**config.mk**
```make
export PLATFORM = sky130hd
export DESIGN_NAME = bsr_fifo
export DESIGN_NICKNAME = d
export VERILOG_FILES = /design/src/hdl/bsr_fifo.sv
export SDC_FILE = /design/constraint.sdc
export NUM_CORES = 1
export LEC_CHECK = 0
export ABC_AREA = 1
export BUFFER_PORTS_ARGS = -buffer_cell sky130_fd_sc_hd__buf_2
export CAP_MARGIN = 20
export CORE_ASPECT_RATIO = 0.75
export CORE_MARGIN = 5
export CORE_UTILIZATION = 56
export DETAILED_ROUTE_END_ITERATION = 10
export PLACE_DENSITY_LB_ADDON = 0.25
export SETUP_SLACK_MARGIN = 0.4
export SYNTH_ARGS = -nofsm -noshare
export SYNTH_HDL_FRONTEND = slang
export SYNTH_SLANG_ARGS = --single-unit
```
**constraint.sdc**
```tcl
create_clock -name clk -period 2 [get_ports clk]
set_input_delay 0.4 -clock clk [delete_from_list [all_inputs] [get_ports clk]]
set_output_delay 0.4 -clock clk [all_outputs]
set_load 0.005 [all_outputs]
```
**src/hdl/bsr_fifo.sv**
```systemverilog
`default_nettype none
// ----------------------------------------------------------------------------
// bsr_fifo
// Small register fifo used for the command queue and the result buffer.
// ----------------------------------------------------------------------------
module bsr_fifo #(
  parameter int WIDTH = 8,
  parameter int DEPTH = 4
) (
  input  wire              clk,
  input  wire              rst_n,
  input  wire              push,
  input  wire [WIDTH-1:0]  din,
  input  wire              pop,
  output logic [WIDTH-1:0] dout,
  output logic             full,
  output logic             empty
);

  localparam int PTR_W = $clog2(DEPTH);
  localparam int CNT_W = $clog2(DEPTH + 1);

  logic [WIDTH-1:0] mem_r [DEPTH];
  logic [PTR_W-1:0] wr_ptr_r, wr_ptr_nxt;
  logic [PTR_W-1:0] rd_ptr_r, rd_ptr_nxt;
  logic [CNT_W-1:0] count_r, count_nxt;
  logic             do_push, do_pop;

  assign full    = (count_r == CNT_W'(DEPTH));
  assign empty   = (count_r == '0);
  assign dout    = mem_r[rd_ptr_r];
  assign do_push = push && !full;
  assign do_pop  = pop && !empty;

  always_comb begin
    wr_ptr_nxt = wr_ptr_r;
    rd_ptr_nxt = rd_ptr_r;
    count_nxt  = count_r;
    if (do_push) begin
      wr_ptr_nxt = (wr_ptr_r == PTR_W'(DEPTH - 1)) ? '0 : wr_ptr_r + PTR_W'(1);
    end
    if (do_pop) begin
      rd_ptr_nxt = (rd_ptr_r == PTR_W'(DEPTH - 1)) ? '0 : rd_ptr_r + PTR_W'(1);
    end
    if (do_push && !do_pop) begin
      count_nxt = count_r + CNT_W'(1);
    end else if (do_pop && !do_push) begin
      count_nxt = count_r - CNT_W'(1);
    end
  end

  always_ff @(posedge clk) begin
    if (!rst_n) begin
      wr_ptr_r <= '0;
      rd_ptr_r <= '0;
      count_r  <= '0;
    end else begin
      wr_ptr_r <= wr_ptr_nxt;
      rd_ptr_r <= rd_ptr_nxt;
      count_r  <= count_nxt;
    end
  end

  always_ff @(posedge clk) begin
    if (do_push) begin
      mem_r[wr_ptr_r] <= din;
    end
  end

endmodule

`default_nettype wire

```
==> flow_summary_export.csv <==
group,metric,value,unit
pwr,powerDensity,1330,nW/um^2
clocking,cts.clk_slew.worst_paths,80,ps
place,hpwl,2260,um
synthesis,syn_inst,148,
timing,fin_skew,4.53,ps
pwr,max-vdd-ir-drop,0.000824,V
floorplanning,die_area,4230,um^2
timing,worst_pin_slew,284,ps
worst_setup_path,start_kind,"flip-flop",
final_layout,layout-drive-gt1-share,0.374,
floorplanning,num_rows,17,
global_route,grt_max_degree,17,
synthesis,yosysUniqueCellTypes,18,
timing,min_period,1650,ps
timing,fin_crit_sh,0.826,
drt,initialDrtViolationCount,77,
drt,final_antenna_net_count,0,
pwr,p_leak,0.000911,uW
worst_setup_path,required,1600,ps
drt,drc,0,
timing,finalHoldViolations,0,
final_layout,diodes,0,
place,dp_slack,232,ps
floorplanning,coreArea,2910,um^2
timing,final_max_slew_viol_count,0,
timing,tns,0,ps
synthesis,synthesis.area,1690,um^2
clocking,htree_levels,2,
synthesis,syn-num-nets,167,
global_route,grt_usage,0.180,
drt,vias_per_cell,5.26,
clocking,cts_root_buf,"clkbuf_8",
outcome,outcome,"finished clean",
clocking,clk_path_buf_depth,2,
job,maxCapViolCount,0,
synthesis,syn_avg_cell_area,11.4,um^2
global_route,grt_first_pass_wirelength,5600,um
place,dpl-instance-area,1890,um^2
drt,drtPass1Iterations,4,
floorplanning,initial_core_util,0.581,
timing,max_slew_margin,0.810,
synthesis,ys.warnings.count,0,
final_layout,n_fill_cell,190,
clocking,clkSinkCount,41,
final_layout,area_growth,29.0,%
worst_setup_path,path_class,"flip-flop to output pin",
global_route,antenna_found_initial,0,
floorplanning,die_h,57.6,um
synthesis,synth_seq_area_share,0.674,
drt,vias,1225,
global_route,grt_pass1_vias,1199,
timing,worst_slack,348,ps
final_layout,final_area,2180,um^2
drt,wl_per_cell,14.9,um
synthesis,synth_seq_cells,41,
timing,fin_hold_ws,318,ps
floorplanning,ioPinCount,22,
final_layout,fin_nets,213,
worst_setup_path,path_max_fanout,8,
timing,setup-violations-final,0,
timing,fmax,0.605,GHz
worst_setup_path,arrival,1250,ps
worst_setup_path,ff2ff_path_depth,9,
worst_setup_path,worst_setup_path_end_kind,"output pin",
final_layout,multiInputGateArea,524,um^2
clocking,postCtsHoldBufs,0,
clocking,clk_latency,300,ps
clocking,cts_made_buffers,5,
hold_path,min_path_type,"input port to flip-flop",
floorplanning,fp.dieW,73.5,um
drt,wl,3480,um
timing,rsz0062_at_grt,"true",
place,gp_congestion,0.739,
clocking,cts_tree,"built",
final_layout,seq_area,1160,um^2
global_route,grt_overflow_total,0,
place,portBuffers,21,
hold_path,hold_depth,1,
## state kept, by name, summed over array words and instances (netlist names), named ones only
register	count
mem_r	32
wr_ptr_r	2
rd_ptr_r	2
count_r	3
## cells by family after synthesis
family / after synthesis / share of synthesized area
DFF: 41 / 0.674
AOI/OAI and AO/OA: 28 / 0.0953
buffers and inverters: 21 / 0.0554
adders and majority gates: 7 / 0.0562
and+or+nand+nor: 51 / 0.119
## layout make-up
cell class | instances | area share
Sequential cell | 41 | 0.529
Timing Repair Buffer | 41 | 0.126
Clock buffer | 6 | 0.0378
Multi-Input combinational cell | 86 | 0.240
Clock inverter | 2 | 0.00630
Inverter | 19 | 0.0389
Tap cell | 38 | 0.0218
## synthesized netlist by cell type
master	n	area share
ha_1	6	0.044
o21ai_2	3	0.016
inv_1	18	0.040
inv_2	1	0.0022
nor2_1	33	0.073
nand2_2	1	0.0037
buf_6	2	0.013
nand3_1	1	0.0030
o22ai_1	8	0.030
o21ai_1	1	0.0030
nand2_1	14	0.031
dfxtp_1	9	0.11
o21ai_0	14	0.041
nand4_1	1	0.0037
fa_1	1	0.012
a21oi_1	2	0.0059
edfxtp_1	32	0.57
nand3b_1	1	0.0044
## final timing paths
check | startpoint | slack, ps | endpoint
worst min register to register | rd_ptr_r[1] | 530 | flip-flop
worst min-delay path | din[2] | 320 | mem_r[1][2]
worst max register to register | count_r[1] | 360 | count_r[1]
worst max-delay path | flip-flop | 350 | dout[7]
## per-stage QoR
stage	cells	total power, uW	util
floorplan	148	1690	-
global placement	212	1940	0.649
detailed placement	212	1990	0.649
CTS	232	2830	0.739
global route	233	3100	0.750
finish	233	2920	0.750
## worst max-delay path, stage by stage (launching register included)
cell	delay, ps
dfxtp_4	390
clkinvlp_4	200
o21ai_1	140
o22ai_1	90
buf_2	130
## timing repair
action / in CTS / in global routing
endpoints found under the setup margin: 10 / 11
buffers inserted: 11 / 1
gates resized for setup: 26 / 10
pin swaps: 14 / 5
cloned: 1 / 0
## routing by layer
layer  up-vias  share of wire  GRT usage
li1        598              -          -
met1       580           0.43      0.231
met2        33           0.49      0.285
met3        14          0.046     0.0468
met4         0          0.036     0.0853
met5         -              0          0
## report_power, final
part | switching (uW) | internal [uW]
Combinational | 617 | 551
Sequential | 101 | 1080
Clock | 289 | 279
## placed cells by master (no fill, tap or decap), types with 2 or more instances in the layout
| master | synthesis | final |
|---|---|---|
| dfxtp_1 | 9 | 5 |
| o22ai_1 | 8 | 8 |
| nand2_1 | 14 | 10 |
| clkbuf_8 | 0 | 6 |
| inv_1 | 18 | 15 |
| a21oi_1 | 2 | 2 |
| o21ai_2 | 3 | 8 |
| o21ai_0 | 14 | 6 |
| buf_2 | 0 | 21 |
| ha_1 | 6 | 5 |
| buf_6 | 2 | 2 |
| o21ai_1 | 1 | 4 |
| nor2_1 | 33 | 32 |
| buf_4 | 0 | 17 |
| inv_4 | 0 | 2 |
| nand2_2 | 1 | 2 |
| edfxtp_1 | 32 | 32 |
| dfxtp_4 | 0 | 4 |
| nand2_4 | 0 | 3 |
(Power assumes the default switching activity.)
