--- src/hdl/bsr_pkg.sv ---
`default_nettype none
// ----------------------------------------------------------------------------
// bsr_pkg
// Shared constants and types of the bilinear rgba sampler.
// ----------------------------------------------------------------------------
package bsr_pkg;

  localparam int PIXEL_W    = 32;
  localparam int POS_W      = 14;
  localparam int COORD_W    = 6;
  localparam int CFG_DIM_W  = 7;
  localparam int CFG_DATA_W = 7;
  localparam int CFG_IDX_W  = 2;

  localparam int DEF_MAX_WIDTH  = 64;
  localparam int DEF_MAX_HEIGHT = 64;
  localparam int DEF_FRAC_BITS  = 7;

  localparam int CMD_DEPTH = 4;
  localparam int OUT_DEPTH = 4;

  localparam logic [CFG_IDX_W-1:0] REG_FRAME_WIDTH    = 2'd0;
  localparam logic [CFG_IDX_W-1:0] REG_FRAME_HEIGHT   = 2'd1;
  localparam logic [CFG_IDX_W-1:0] REG_SINGLE_CHANNEL = 2'd2;

  localparam logic [CFG_DIM_W-1:0] RST_FRAME_WIDTH    = 7'd64;
  localparam logic [CFG_DIM_W-1:0] RST_FRAME_HEIGHT   = 7'd64;
  localparam logic                 RST_SINGLE_CHANNEL = 1'b0;

  localparam logic MODE_WRITE  = 1'b0;
  localparam logic MODE_SAMPLE = 1'b1;

  typedef struct packed {
    logic [CFG_DIM_W-1:0] frame_width;
    logic [CFG_DIM_W-1:0] frame_height;
    logic                 single_channel;
  } cfg_t;

endpackage

`default_nettype wire

--- src/hdl/bsr_front.sv ---
`default_nettype none
// ----------------------------------------------------------------------------
// bsr_front
// Accepts requests, decodes writes and samples, resolves wrap, clamp and the
// four neighbor addresses, and queues a command for the back end.
// ----------------------------------------------------------------------------
module bsr_front
  import bsr_pkg::*;
#(
  parameter int MAX_WIDTH  = DEF_MAX_WIDTH,
  parameter int MAX_HEIGHT = DEF_MAX_HEIGHT,
  parameter int FRAC_BITS  = DEF_FRAC_BITS,
  parameter int ADDR_W     = $clog2(MAX_WIDTH * MAX_HEIGHT),
  parameter int CMD_W      = 2 + 4 * ADDR_W + 2 * FRAC_BITS + PIXEL_W
) (
  input  wire                clk,
  input  wire                rst_n,
  input  cfg_t               cfg,
  input  wire                in_valid,
  output logic               in_stall,
  input  wire                in_mode,
  input  wire [COORD_W-1:0]  in_col,
  input  wire [COORD_W-1:0]  in_row,
  input  wire [PIXEL_W-1:0]  in_pixel_in,
  input  wire [POS_W-1:0]    in_x_pos,
  input  wire [POS_W-1:0]    in_y_pos,
  output logic               cmd_push,
  output logic [CMD_W-1:0]   cmd_data,
  input  wire                cmd_full
);

  localparam int XI_W  = POS_W - FRAC_BITS;
  localparam int CW_A  = (XI_W + 1 > CFG_DIM_W) ? XI_W + 1 : CFG_DIM_W;
  localparam int MW_B  = $clog2(MAX_WIDTH + 1);
  localparam int MH_B  = $clog2(MAX_HEIGHT + 1);
  localparam int CW_B  = (MW_B > MH_B) ? MW_B : MH_B;
  localparam int CW    = (CW_A > CW_B) ? CW_A : CW_B;

  typedef struct packed {
    logic                 is_write;
    logic                 range_err;
    logic [ADDR_W-1:0]    addr_a;
    logic [ADDR_W-1:0]    addr_b;
    logic [ADDR_W-1:0]    addr_c;
    logic [ADDR_W-1:0]    addr_d;
    logic [FRAC_BITS-1:0] frac_x;
    logic [FRAC_BITS-1:0] frac_y;
    logic [PIXEL_W-1:0]   data;
  } cmd_t;

  function automatic logic [ADDR_W-1:0] pix_addr(input logic [CW-1:0] r,
                                                 input logic [CW-1:0] c);
    pix_addr = ADDR_W'(r) * ADDR_W'(MAX_WIDTH) + ADDR_W'(c);
  endfunction

  logic          front_valid_r, front_valid_nxt;
  cmd_t          front_cmd_r;
  cmd_t          cmd_new;
  logic          accept;
  logic          keep;
  logic [CW-1:0] xi, xi1, yi, yi1;
  logic [CW-1:0] w_raw, w_sat, h_raw, h_sat, h_last;
  logic [CW-1:0] ix0, ix1, iy0, iy1;
  logic          err;
  logic          wr_in_range;

  assign in_stall = front_valid_r && cmd_full;
  assign accept   = in_valid && !in_stall;
  assign cmd_push = front_valid_r && !cmd_full;
  assign cmd_data = front_cmd_r;

  always_comb begin
    xi  = CW'(in_x_pos[POS_W-1:FRAC_BITS]);
    yi  = CW'(in_y_pos[POS_W-1:FRAC_BITS]);
    xi1 = xi + CW'(1);
    yi1 = yi + CW'(1);

    w_raw = CW'(cfg.frame_width);
    w_sat = (w_raw > CW'(MAX_WIDTH)) ? CW'(MAX_WIDTH) : w_raw;
    h_raw = CW'(cfg.frame_height);
    h_sat = (h_raw > CW'(MAX_HEIGHT)) ? CW'(MAX_HEIGHT) : h_raw;
    if (h_sat == '0) begin
      h_sat = CW'(1);
    end
    h_last = h_sat - CW'(1);

    // single wrap of each column, clamp of each row
    ix0 = (xi  >= w_sat) ? xi  - w_sat : xi;
    ix1 = (xi1 >= w_sat) ? xi1 - w_sat : xi1;
    iy0 = (yi  > h_last) ? h_last : yi;
    iy1 = (yi1 > h_last) ? h_last : yi1;
    err = (ix0 >= w_sat) || (ix1 >= w_sat);

    wr_in_range = (CW'(in_col) < CW'(MAX_WIDTH)) && (CW'(in_row) < CW'(MAX_HEIGHT));

    cmd_new.is_write  = (in_mode == MODE_WRITE);
    cmd_new.range_err = err;
    cmd_new.frac_x    = in_x_pos[FRAC_BITS-1:0];
    cmd_new.frac_y    = in_y_pos[FRAC_BITS-1:0];
    cmd_new.data      = in_pixel_in;
    if (in_mode == MODE_WRITE) begin
      cmd_new.addr_a = pix_addr(CW'(in_row), CW'(in_col));
      cmd_new.addr_b = '0;
      cmd_new.addr_c = '0;
      cmd_new.addr_d = '0;
    end else if (err) begin
      cmd_new.addr_a = '0;
      cmd_new.addr_b = '0;
      cmd_new.addr_c = '0;
      cmd_new.addr_d = '0;
    end else begin
      cmd_new.addr_a = pix_addr(iy0, ix0);
      cmd_new.addr_b = pix_addr(iy0, ix1);
      cmd_new.addr_c = pix_addr(iy1, ix0);
      cmd_new.addr_d = pix_addr(iy1, ix1);
    end

    // out-of-store writes are dropped here
    keep = (in_mode == MODE_SAMPLE) || wr_in_range;

    if (accept) begin
      front_valid_nxt = keep;
    end else if (cmd_push) begin
      front_valid_nxt = 1'b0;
    end else begin
      front_valid_nxt = front_valid_r;
    end
  end

  always_ff @(posedge clk) begin
    if (!rst_n) begin
      front_valid_r <= 1'b0;
    end else begin
      front_valid_r <= front_valid_nxt;
    end
  end

  always_ff @(posedge clk) begin
    if (accept) begin
      front_cmd_r <= cmd_new;
    end
  end

endmodule

`default_nettype wire

--- config.mk ---
export PLATFORM = sky130hd
export DESIGN_NAME = bsr_front
export DESIGN_NICKNAME = d
export VERILOG_FILES = /design/src/hdl/bsr_pkg.sv /design/src/hdl/bsr_front.sv
export SDC_FILE = /design/constraint.sdc
export NUM_CORES = 1
export LEC_CHECK = 0
export BUFFER_PORTS_ARGS = -buffer_cell sky130_fd_sc_hd__buf_2
export CAP_MARGIN = 20
export CORE_ASPECT_RATIO = 2
export CORE_MARGIN = 3
export CORE_UTILIZATION = 55
export DETAILED_ROUTE_END_ITERATION = 12
export PLACE_DENSITY = 0.86
export SLEW_MARGIN = 25
export SYNTH_ARGS = -nofsm -noshare
export SYNTH_HDL_FRONTEND = slang
export SYNTH_SLANG_ARGS = --single-unit
--- constraint.sdc ---
create_clock -name clk -period 11.6 [get_ports clk]
set_input_delay 3.48 -clock clk [delete_from_list [all_inputs] [get_ports clk]]
set_output_delay 3.48 -clock clk [all_outputs]
set_load 0.03 [all_outputs]
==> results of run 1 <==
-- worst paths after layout --
path / start / to
hold / removal: front_valid_r / front_valid_r
hold reg to reg: front_valid_r / front_valid_r
setup reg to reg: front_valid_r / cmd_data[39]
setup / recovery: cfg[14] / cmd_data[81]
-- where the power goes --
part / total [µW] / switching (µW) / leakage (µW) / internal, µW
Sequential: 403 / 7.69 / 0.000890 / 396
Clock: 315 / 125 / 0.000152 / 190
Combinational: 315 / 206 / 0.00212 / 109
-- logic make-up after synthesis --
| group | count (synthesis) |
|---|---|
| adders and majority gates | 60 |
| other | 1 |
| xor gates and xnor gates | 25 |
| AOI/OAI and AO/OA | 94 |
| muxes | 19 |
| and+or+nand+nor | 155 |
| buffers and inverters | 48 |
| DFF | 91 |
-- sequential cells by signal, indices dropped and copies added, names as in the netlist --
register and count:
cmd_data 90, front_valid_r 1
-- worst min-delay path, delay by kind of cell, from the launching register on --
kind / cells / cell delay (ps)
flip-flops: 1 / 320
AND/OR/NAND/NOR: 1 / 220
AO/OA/AOI/OAI: 1 / 130
-- layer usage --
layer,wire (µm),part of all wire (%)
met3,827,5.5
met4,513,3.4
met2,8690,58
met1,5010,33
met5,0,0
-- cell usage in the layout (no fill, tap or decap), types with 2 or more instances in the layout --
cell | Yosys | layout
a211oi_1 | 2 | 2
a21o_1 | 12 | 12
a21oi_1 | 20 | 20
and2_1 | 3 | 3
and3_1 | 2 | 2
and4_1 | 5 | 5
buf_2 | 4 | 188
bufinv_16 | 0 | 2
clkbuf_16 | 0 | 9
clkinvlp_4 | 0 | 2
edfxtp_1 | 90 | 90
fa_1 | 6 | 6
ha_1 | 54 | 54
inv_1 | 31 | 31
inv_6 | 0 | 2
mux2_2 | 6 | 6
mux2i_1 | 11 | 11
nand2_1 | 33 | 33
nand2b_1 | 7 | 7
nand3_1 | 19 | 18
nand3_2 | 1 | 2
nand4_1 | 6 | 6
nor2_1 | 46 | 46
nor2b_1 | 8 | 7
nor3_1 | 9 | 9
o211ai_1 | 3 | 3
o21a_1 | 10 | 10
o21ai_0 | 17 | 17
o21bai_1 | 4 | 4
o22ai_1 | 3 | 3
o2bb2ai_1 | 4 | 4
o31a_1 | 5 | 5
o32ai_1 | 3 | 3
or2_2 | 2 | 2
or3_1 | 4 | 4
xnor2_1 | 10 | 10
xor2_1 | 15 | 15
-- per-stage QoR --
| step | power (µW) | instance area (µm²) | hold WS [ps] | setup slack (ps) |
|---|---|---|---|---|
| finish | 1030 | 6980 | 702 | 2880 |
| CTS | 1030 | 6970 | 712 | 2890 |
| global route | 1080 | 6980 | 746 | 2290 |
| detailed placement | 716 | 6650 | 698 | 2680 |
| global placement | 704 | 6640 | 663 | 2560 |
| floorplan | 632 | 5620 | 779 | 3300 |
-- final cells by class --
| cell class | instances | area [µm²] | share of cell area (%) |
|---|---|---|---|
| Inverter | 32 | 120 | 1.72 |
| Tap cell | 132 | 165 | 2.37 |
| Antenna cell | 1 | 2.50 | 0.0359 |
| Clock buffer | 9 | 225 | 3.23 |
| Sequential cell | 91 | 2720 | 39.0 |
| Timing Repair Buffer | 189 | 952 | 13.7 |
| Clock inverter | 7 | 97.6 | 1.40 |
| Multi-Input combinational cell | 354 | 2690 | 38.6 |
==> summary.md, run 1 <==
| Metric | Value |
|---|---|
| DP HPWL | 11.4 mm |
| Vias in the first global route | 4,611 |
| Path depth of the worst reg2reg path | 3 |
| Final setup fails | 0 |
| EDFF count, synth | 90 |
| Worst rel slew slack | 42.2% |
| Post-synthesis mux area share | 3.68% |
| Endpoint type of the worst setup path | flip-flop |
| Largest net degree at the start of global routing | 91 |
| P_leak | 0.00316 µW |
| Port Buffer Count | 188 |
| Synth Area per Inst | 11.4 µm² |
| Sum of negative setup slack | 0 ps |
| Fin cells | 815 |
| Met1 usage | 24.9% |
| Post-Syn Area | 0.00562 mm² |
| Final period util | 75.2% |
| Fin util | 71.0% |
| Num ports | 190 |
| Htree depth | 3 |
| Layout Nets | 829 |
| Die area | 0.0115 mm² |
| Filler cells | 728 |
| GRT overflow | 0 |
| Post-CTS Resized | 0 |
| Detailed Route Iter0 Violations | 288 |
| Yosys reg bits | 91 |
| TritonCTS buffer count | 9 |
| Post-synthesis sequential area ratio | 48.5% |
| Worst Tran Pin Value | 862 ps |
| CP cell instances | buf_2 > nor2b_1 > ha_1 > inv_1 > fa_1 > a21oi_1 > o211ai_1 > or2_2 > o21ai_0 > nand2b_1 > mux2i_1 > inv_1 > ha_1 > a21o_1 > a2111oi_0 > o21ai_0 > nor3_2 > nand3_2 > or2_2 > mux2i_1 |
| Row count | 51 |
| Fraction of layout cells with a size suffix above 1 | 33.1% |
| Max IR drop VDD | 0.0000965 V |
| CP Class | in -> reg |
| DR vias | 4,571 |
| Fmax | 115 MHz |
| Routed vias/inst | 5.61 |
| Total Wirelength | 15.0 mm |
| GRT busiest layer | met2 |
| Pwr dens | 148 mW/mm² |
| First-pass GRT wire length | 23.1 mm |
| Max-capacitance violation count | 0 |
| Core footprint | 0.00983 mm² |
| Post-CTS Setup Bufs | 0 |
| Slowest-stage cell, CP | nand3_2 |
| Hold Fails Final Rpt | 0 |
| Drt pass-1 iters | 5 |
| Met3 global-route usage | 3.87% |
| Clock root cell | clkbuf_16 |
| Bufs on Longest Clock Path | 2 |
| Synth Area in Simple Gates | 14.5% |
| Synth Instances | 493 |
| DIE WIDTH | 77.5 µm |
| DRC Markers | 0 |
| Top cell type's share of synthesized area | 48.1% |
| Post-DR wirelength/cell | 18.5 µm |
| Post-Synth Adder-Cell Area | 14.2% |
| Combinational family with the most area after synthesis | simple AND/OR/NAND/NOR gates |
| Antenna viol nets, final | 0 |
| Hold WC Path Type | reg -> reg |
| Critical Path Stages | 20 |
| Ranking of synthesized cells by area | edfxtp_1, ha_1, nor2_1, xor2_1, nand2_1 |
| Synth Area in Compound Gates | 11.4% |
| Area grow syn2layout | 24.2% |
| Post-synth ARST share | 0% |
| Synth cell types | 62 |
| TritonCTS Sinks | 91 |
| Post-layout min period | 8720 ps |
| Status | complete, no violations |
| Top FF cell, synth | edfxtp_1 |
| Hold_buf cts | 0 |
| CP Max Fanout | 32 |
| Max incr delay on CP | 560 ps |
| Initial core utilization | 57.1% |
| Area leader, netlist | edfxtp_1 |
| Crit path DAT | 8870 ps |
| Die height | 149 µm |
| Post-synth top cells | edfxtp_1, ha_1, nor2_1 |
| Cell Count Post-Placement | 798 |
| Reg clk slew, reported paths | 70 ps |
| Post-Synth XOR/XNOR Area | 3.90% |
| Most frequent cell after synthesis | edfxtp_1 |
| CP Launch Type | input pin |
| Met2 Usage GRT | 51.7% |
| Slew Limit Fails | 0 |
| Setup slack, reg-to-reg | 9960 ps |
| Final Wtd Congestion | 0.898 |
| Initial antenna violation count | 1 |
| Worst-Skew Late Latency | 340 ps |
| Net Count, Synth | 645 |
| Ys Warns | 0 |
| Clk_skew | 8.18 ps |
| RSZ-0062 raised after global routing | false |
| Hold depth | 2 |
| CTS tree | done |
| GR Util All Layers | 25.9% |
| Worst Path Buf+Inv | 3 |
| Crit-path leading delay family | simple AND/OR/NAND/NOR gates |
| Critical Path RT | 11,750 ps |
(Power assumes the default switching activity.)
==> run 2, diff against run 1 <==
--- a/config.mk
+++ b/config.mk
@@ -9,9 +9,9 @@
 export CAP_MARGIN = 20
 export CORE_ASPECT_RATIO = 2
 export CORE_MARGIN = 3
-export CORE_UTILIZATION = 55
+export CORE_UTILIZATION = 51
 export DETAILED_ROUTE_END_ITERATION = 12
-export PLACE_DENSITY = 0.86
+export PLACE_DENSITY = 0.81
 export SLEW_MARGIN = 25
 export SYNTH_ARGS = -nofsm -noshare
 export SYNTH_HDL_FRONTEND = slang
==> constraint.sdc (replaced) <==
create_clock -name clk -period 8.9 [get_ports clk]
set_input_delay 2.67 -clock clk [delete_from_list [all_inputs] [get_ports clk]]
set_output_delay 2.67 -clock clk [all_outputs]
set_load 0.03 [all_outputs]
==> run 2 against run 1 <==
Net effect:
- clock skew fell by 4.3 ps
- via count is 0.96% lower
- die area up 7.4%
- core utilization fell by 5.2 points
- register-to-register slack got worse by 3200 ps
- sequential share of layout area is essentially flat
- critical endpoint is now cmd_data[93]
- largest cell class unchanged
==> summary.md, run 2 (synthesis results as in run 1) <==
| Metric | Value |
|---|---|
| GR Util All Layers | 23.4% (-2.4 points) |
| Area grow syn2layout | 24.3% (about the same) |
| Post-CTS Setup Bufs | 0 (unchanged) |
| Path depth of the worst reg2reg path | 3 (unchanged) |
| Layout Nets | 830 (+0.12%) |
| Hold path start | front_valid_r |
| Worst setup path start | cfg[14] |
| Worst-Skew Late Latency | 330 ps (about the same) |
| DRC Markers | 0 (unchanged) |
| Bufs on Longest Clock Path | 2 (unchanged) |
| CTS tree | done |
| Post-layout min period | 7750 ps |
| Final total power | 1330 µW (+29%) |
| Sum of negative setup slack | 0 ps (unchanged) |
| Status | complete, no violations |
| RSZ-0062 raised after global routing | false |
| Hold Fails Final Rpt | 0 (unchanged) |
| TritonCTS Sinks | 91 (unchanged) |
| Antenna viol nets, final | 0 (unchanged) |
| CP cell instances | buf_2 > nor2b_1 > ha_1 > inv_1 > fa_1 > a21oi_1 > o211ai_1 > or2_2 > o21ai_0 > nand2b_1 > mux2i_1 > inv_1 > ha_1 > a21o_1 > a2111oi_0 > o21ai_0 > nor3_2 > nand3_1 > buf_4 > a211o_1 > o211ai_1 |
| Die height | 154 µm (+3.7%) |
| Clk_skew | 3.92 ps (-4.26 ps) |
| Vias in the first global route | 4,688 (+1.7%) |
| Pwr dens | 191 mW/mm² (+29%) |
| Post-CTS Resized | 0 (unchanged) |
| Max FFs per register | 90 (unchanged) |
| CP Max Fanout | 18 (-44%) |
| Final setup fails | 0 (unchanged) |
| Initial antenna violation count | 0 (-1) |
| CP Launch Type | input pin |
| Fin cells | 820 (+0.61%) |
| Cell area after layout | 0.00698 mm² (about the same) |
| Drt pass-1 iters | 4 (-1) |
| Commonest non-fill, non-tap cell in the layout | buf_2 |
| Row count | 53 (+3.9%) |
| Post-DR wirelength/cell | 17.5 µm (-5.4%) |
| DR vias | 4,527 (-0.96%) |
| DP HPWL | 11.4 mm (+0.30%) |
| Most frequent cells in the layout | buf_2, edfxtp_1, ha_1 |
| Total Wirelength | 14.3 mm (-4.8%) |
| Final period util | 87.0% |
| Slew Limit Fails | 0 (unchanged) |
| Critical Path RT | 9080 ps (-2670 ps) |
| Fin util | 65.8% (-5.2 points) |
| First-pass GRT wire length | 22.5 mm (-3.0%) |
| Reg2reg start | front_valid_r |
| Hold_buf cts | 0 (unchanged) |
| Worst rel slew slack | 40.3% (-1.9 points) |
| Slowest-stage cell, CP | a2111oi_0 |
| Largest net degree at the start of global routing | 75 (-18%) |
| GRT overflow | 0 (unchanged) |
| Endpoint type of the worst setup path | flip-flop |
| P_leak | 0.00317 µW (+0.16%) |
| CP Class | in -> reg |
| Die area | 0.0124 mm² (+7.4%) |
| Max incr delay on CP | 480 ps (-80 ps) |
| Hold depth | 2 (unchanged) |
| Fmax | 129 MHz |
| Htree depth | 3 (unchanged) |
| Fraction of layout cells with a size suffix above 1 | 32.9% (-0.19 points) |
| Final Wtd Congestion | 0.867 (-3.5%) |
| DIE WIDTH | 80.2 µm (+3.5%) |
| Num ports | 190 (unchanged) |
| Detailed Route Iter0 Violations | 229 (-20%) |
| # diodes | 0 (-1) |
| Routed vias/inst | 5.52 (-1.6%) |
| Hold WC Path Type | reg -> reg |
| Port Buffer Count | 188 (unchanged) |
| Crit path DAT | 7920 ps (-950 ps) |
| Max IR drop VDD | 0.000131 V (+36%) |
| Clock root cell | clkbuf_16 |
| Reg clk slew, reported paths | 60 ps (about the same) |
| Cell Count Post-Placement | 804 (+0.75%) |
| Worst Tran Pin Value | 896 ps (+33.6 ps) |
| Post-DP Area | 0.00666 mm² (+0.13%) |
| Core footprint | 0.0106 mm² (+8.0%) |
| Initial core utilization | 52.9% (-4.2 points) |
| TritonCTS buffer count | 9 (unchanged) |
| Max-capacitance violation count | 0 (unchanged) |
[run 2: metal layers]
layer / vias to the layer above / wire, µm / track usage (%)
li1: 2181 / - / -
met1: 2106 / 4680 / 22.7
met2: 193 / 8070 / 45.4
met3: 47 / 895 / 3.15
met4: 0 / 664 / 12.7
met5: - / 0 / 0
[run 2: final timing paths]
kind	to	slack, ps
max	cmd_data[93]	1150
min	front_valid_r	670
max reg2reg	cmd_data[44]	6790
min reg2reg	front_valid_r	670
[run 2: cell type report]
cell class	instances	area, µm²
clock buffers	10	229
clock inverters	6	96.3
fillers	832	3630
inverters	32	120
multi-input cells	354	2690
flip-flops and latches	91	2720
well taps	137	171
repair buffers	190	956
[run 2: critical path, delay by kind of cell]
kind / cells / cell delay [ps]
AOI/OAI and AO/OA: 8 / 1680
buffers and inverters: 4 / 620
muxes: 1 / 320
adders and majority gates: 3 / 970
and+or+nand+nor: 5 / 1660
[run 2: metrics by stage]
step	setup slack (ps)	hold slack, ps
detailed placement	1010	659
CTS	1290	682
finish	1150	674
floorplan	1410	779
global route	773	714
global placement	1130	635
[run 2: power breakdown]
group | switching [µW] | total, µW | internal [µW]
Sequential | 9.46 | 525 | 516
Combinational | 261 | 402 | 141
Clock | 155 | 404 | 249
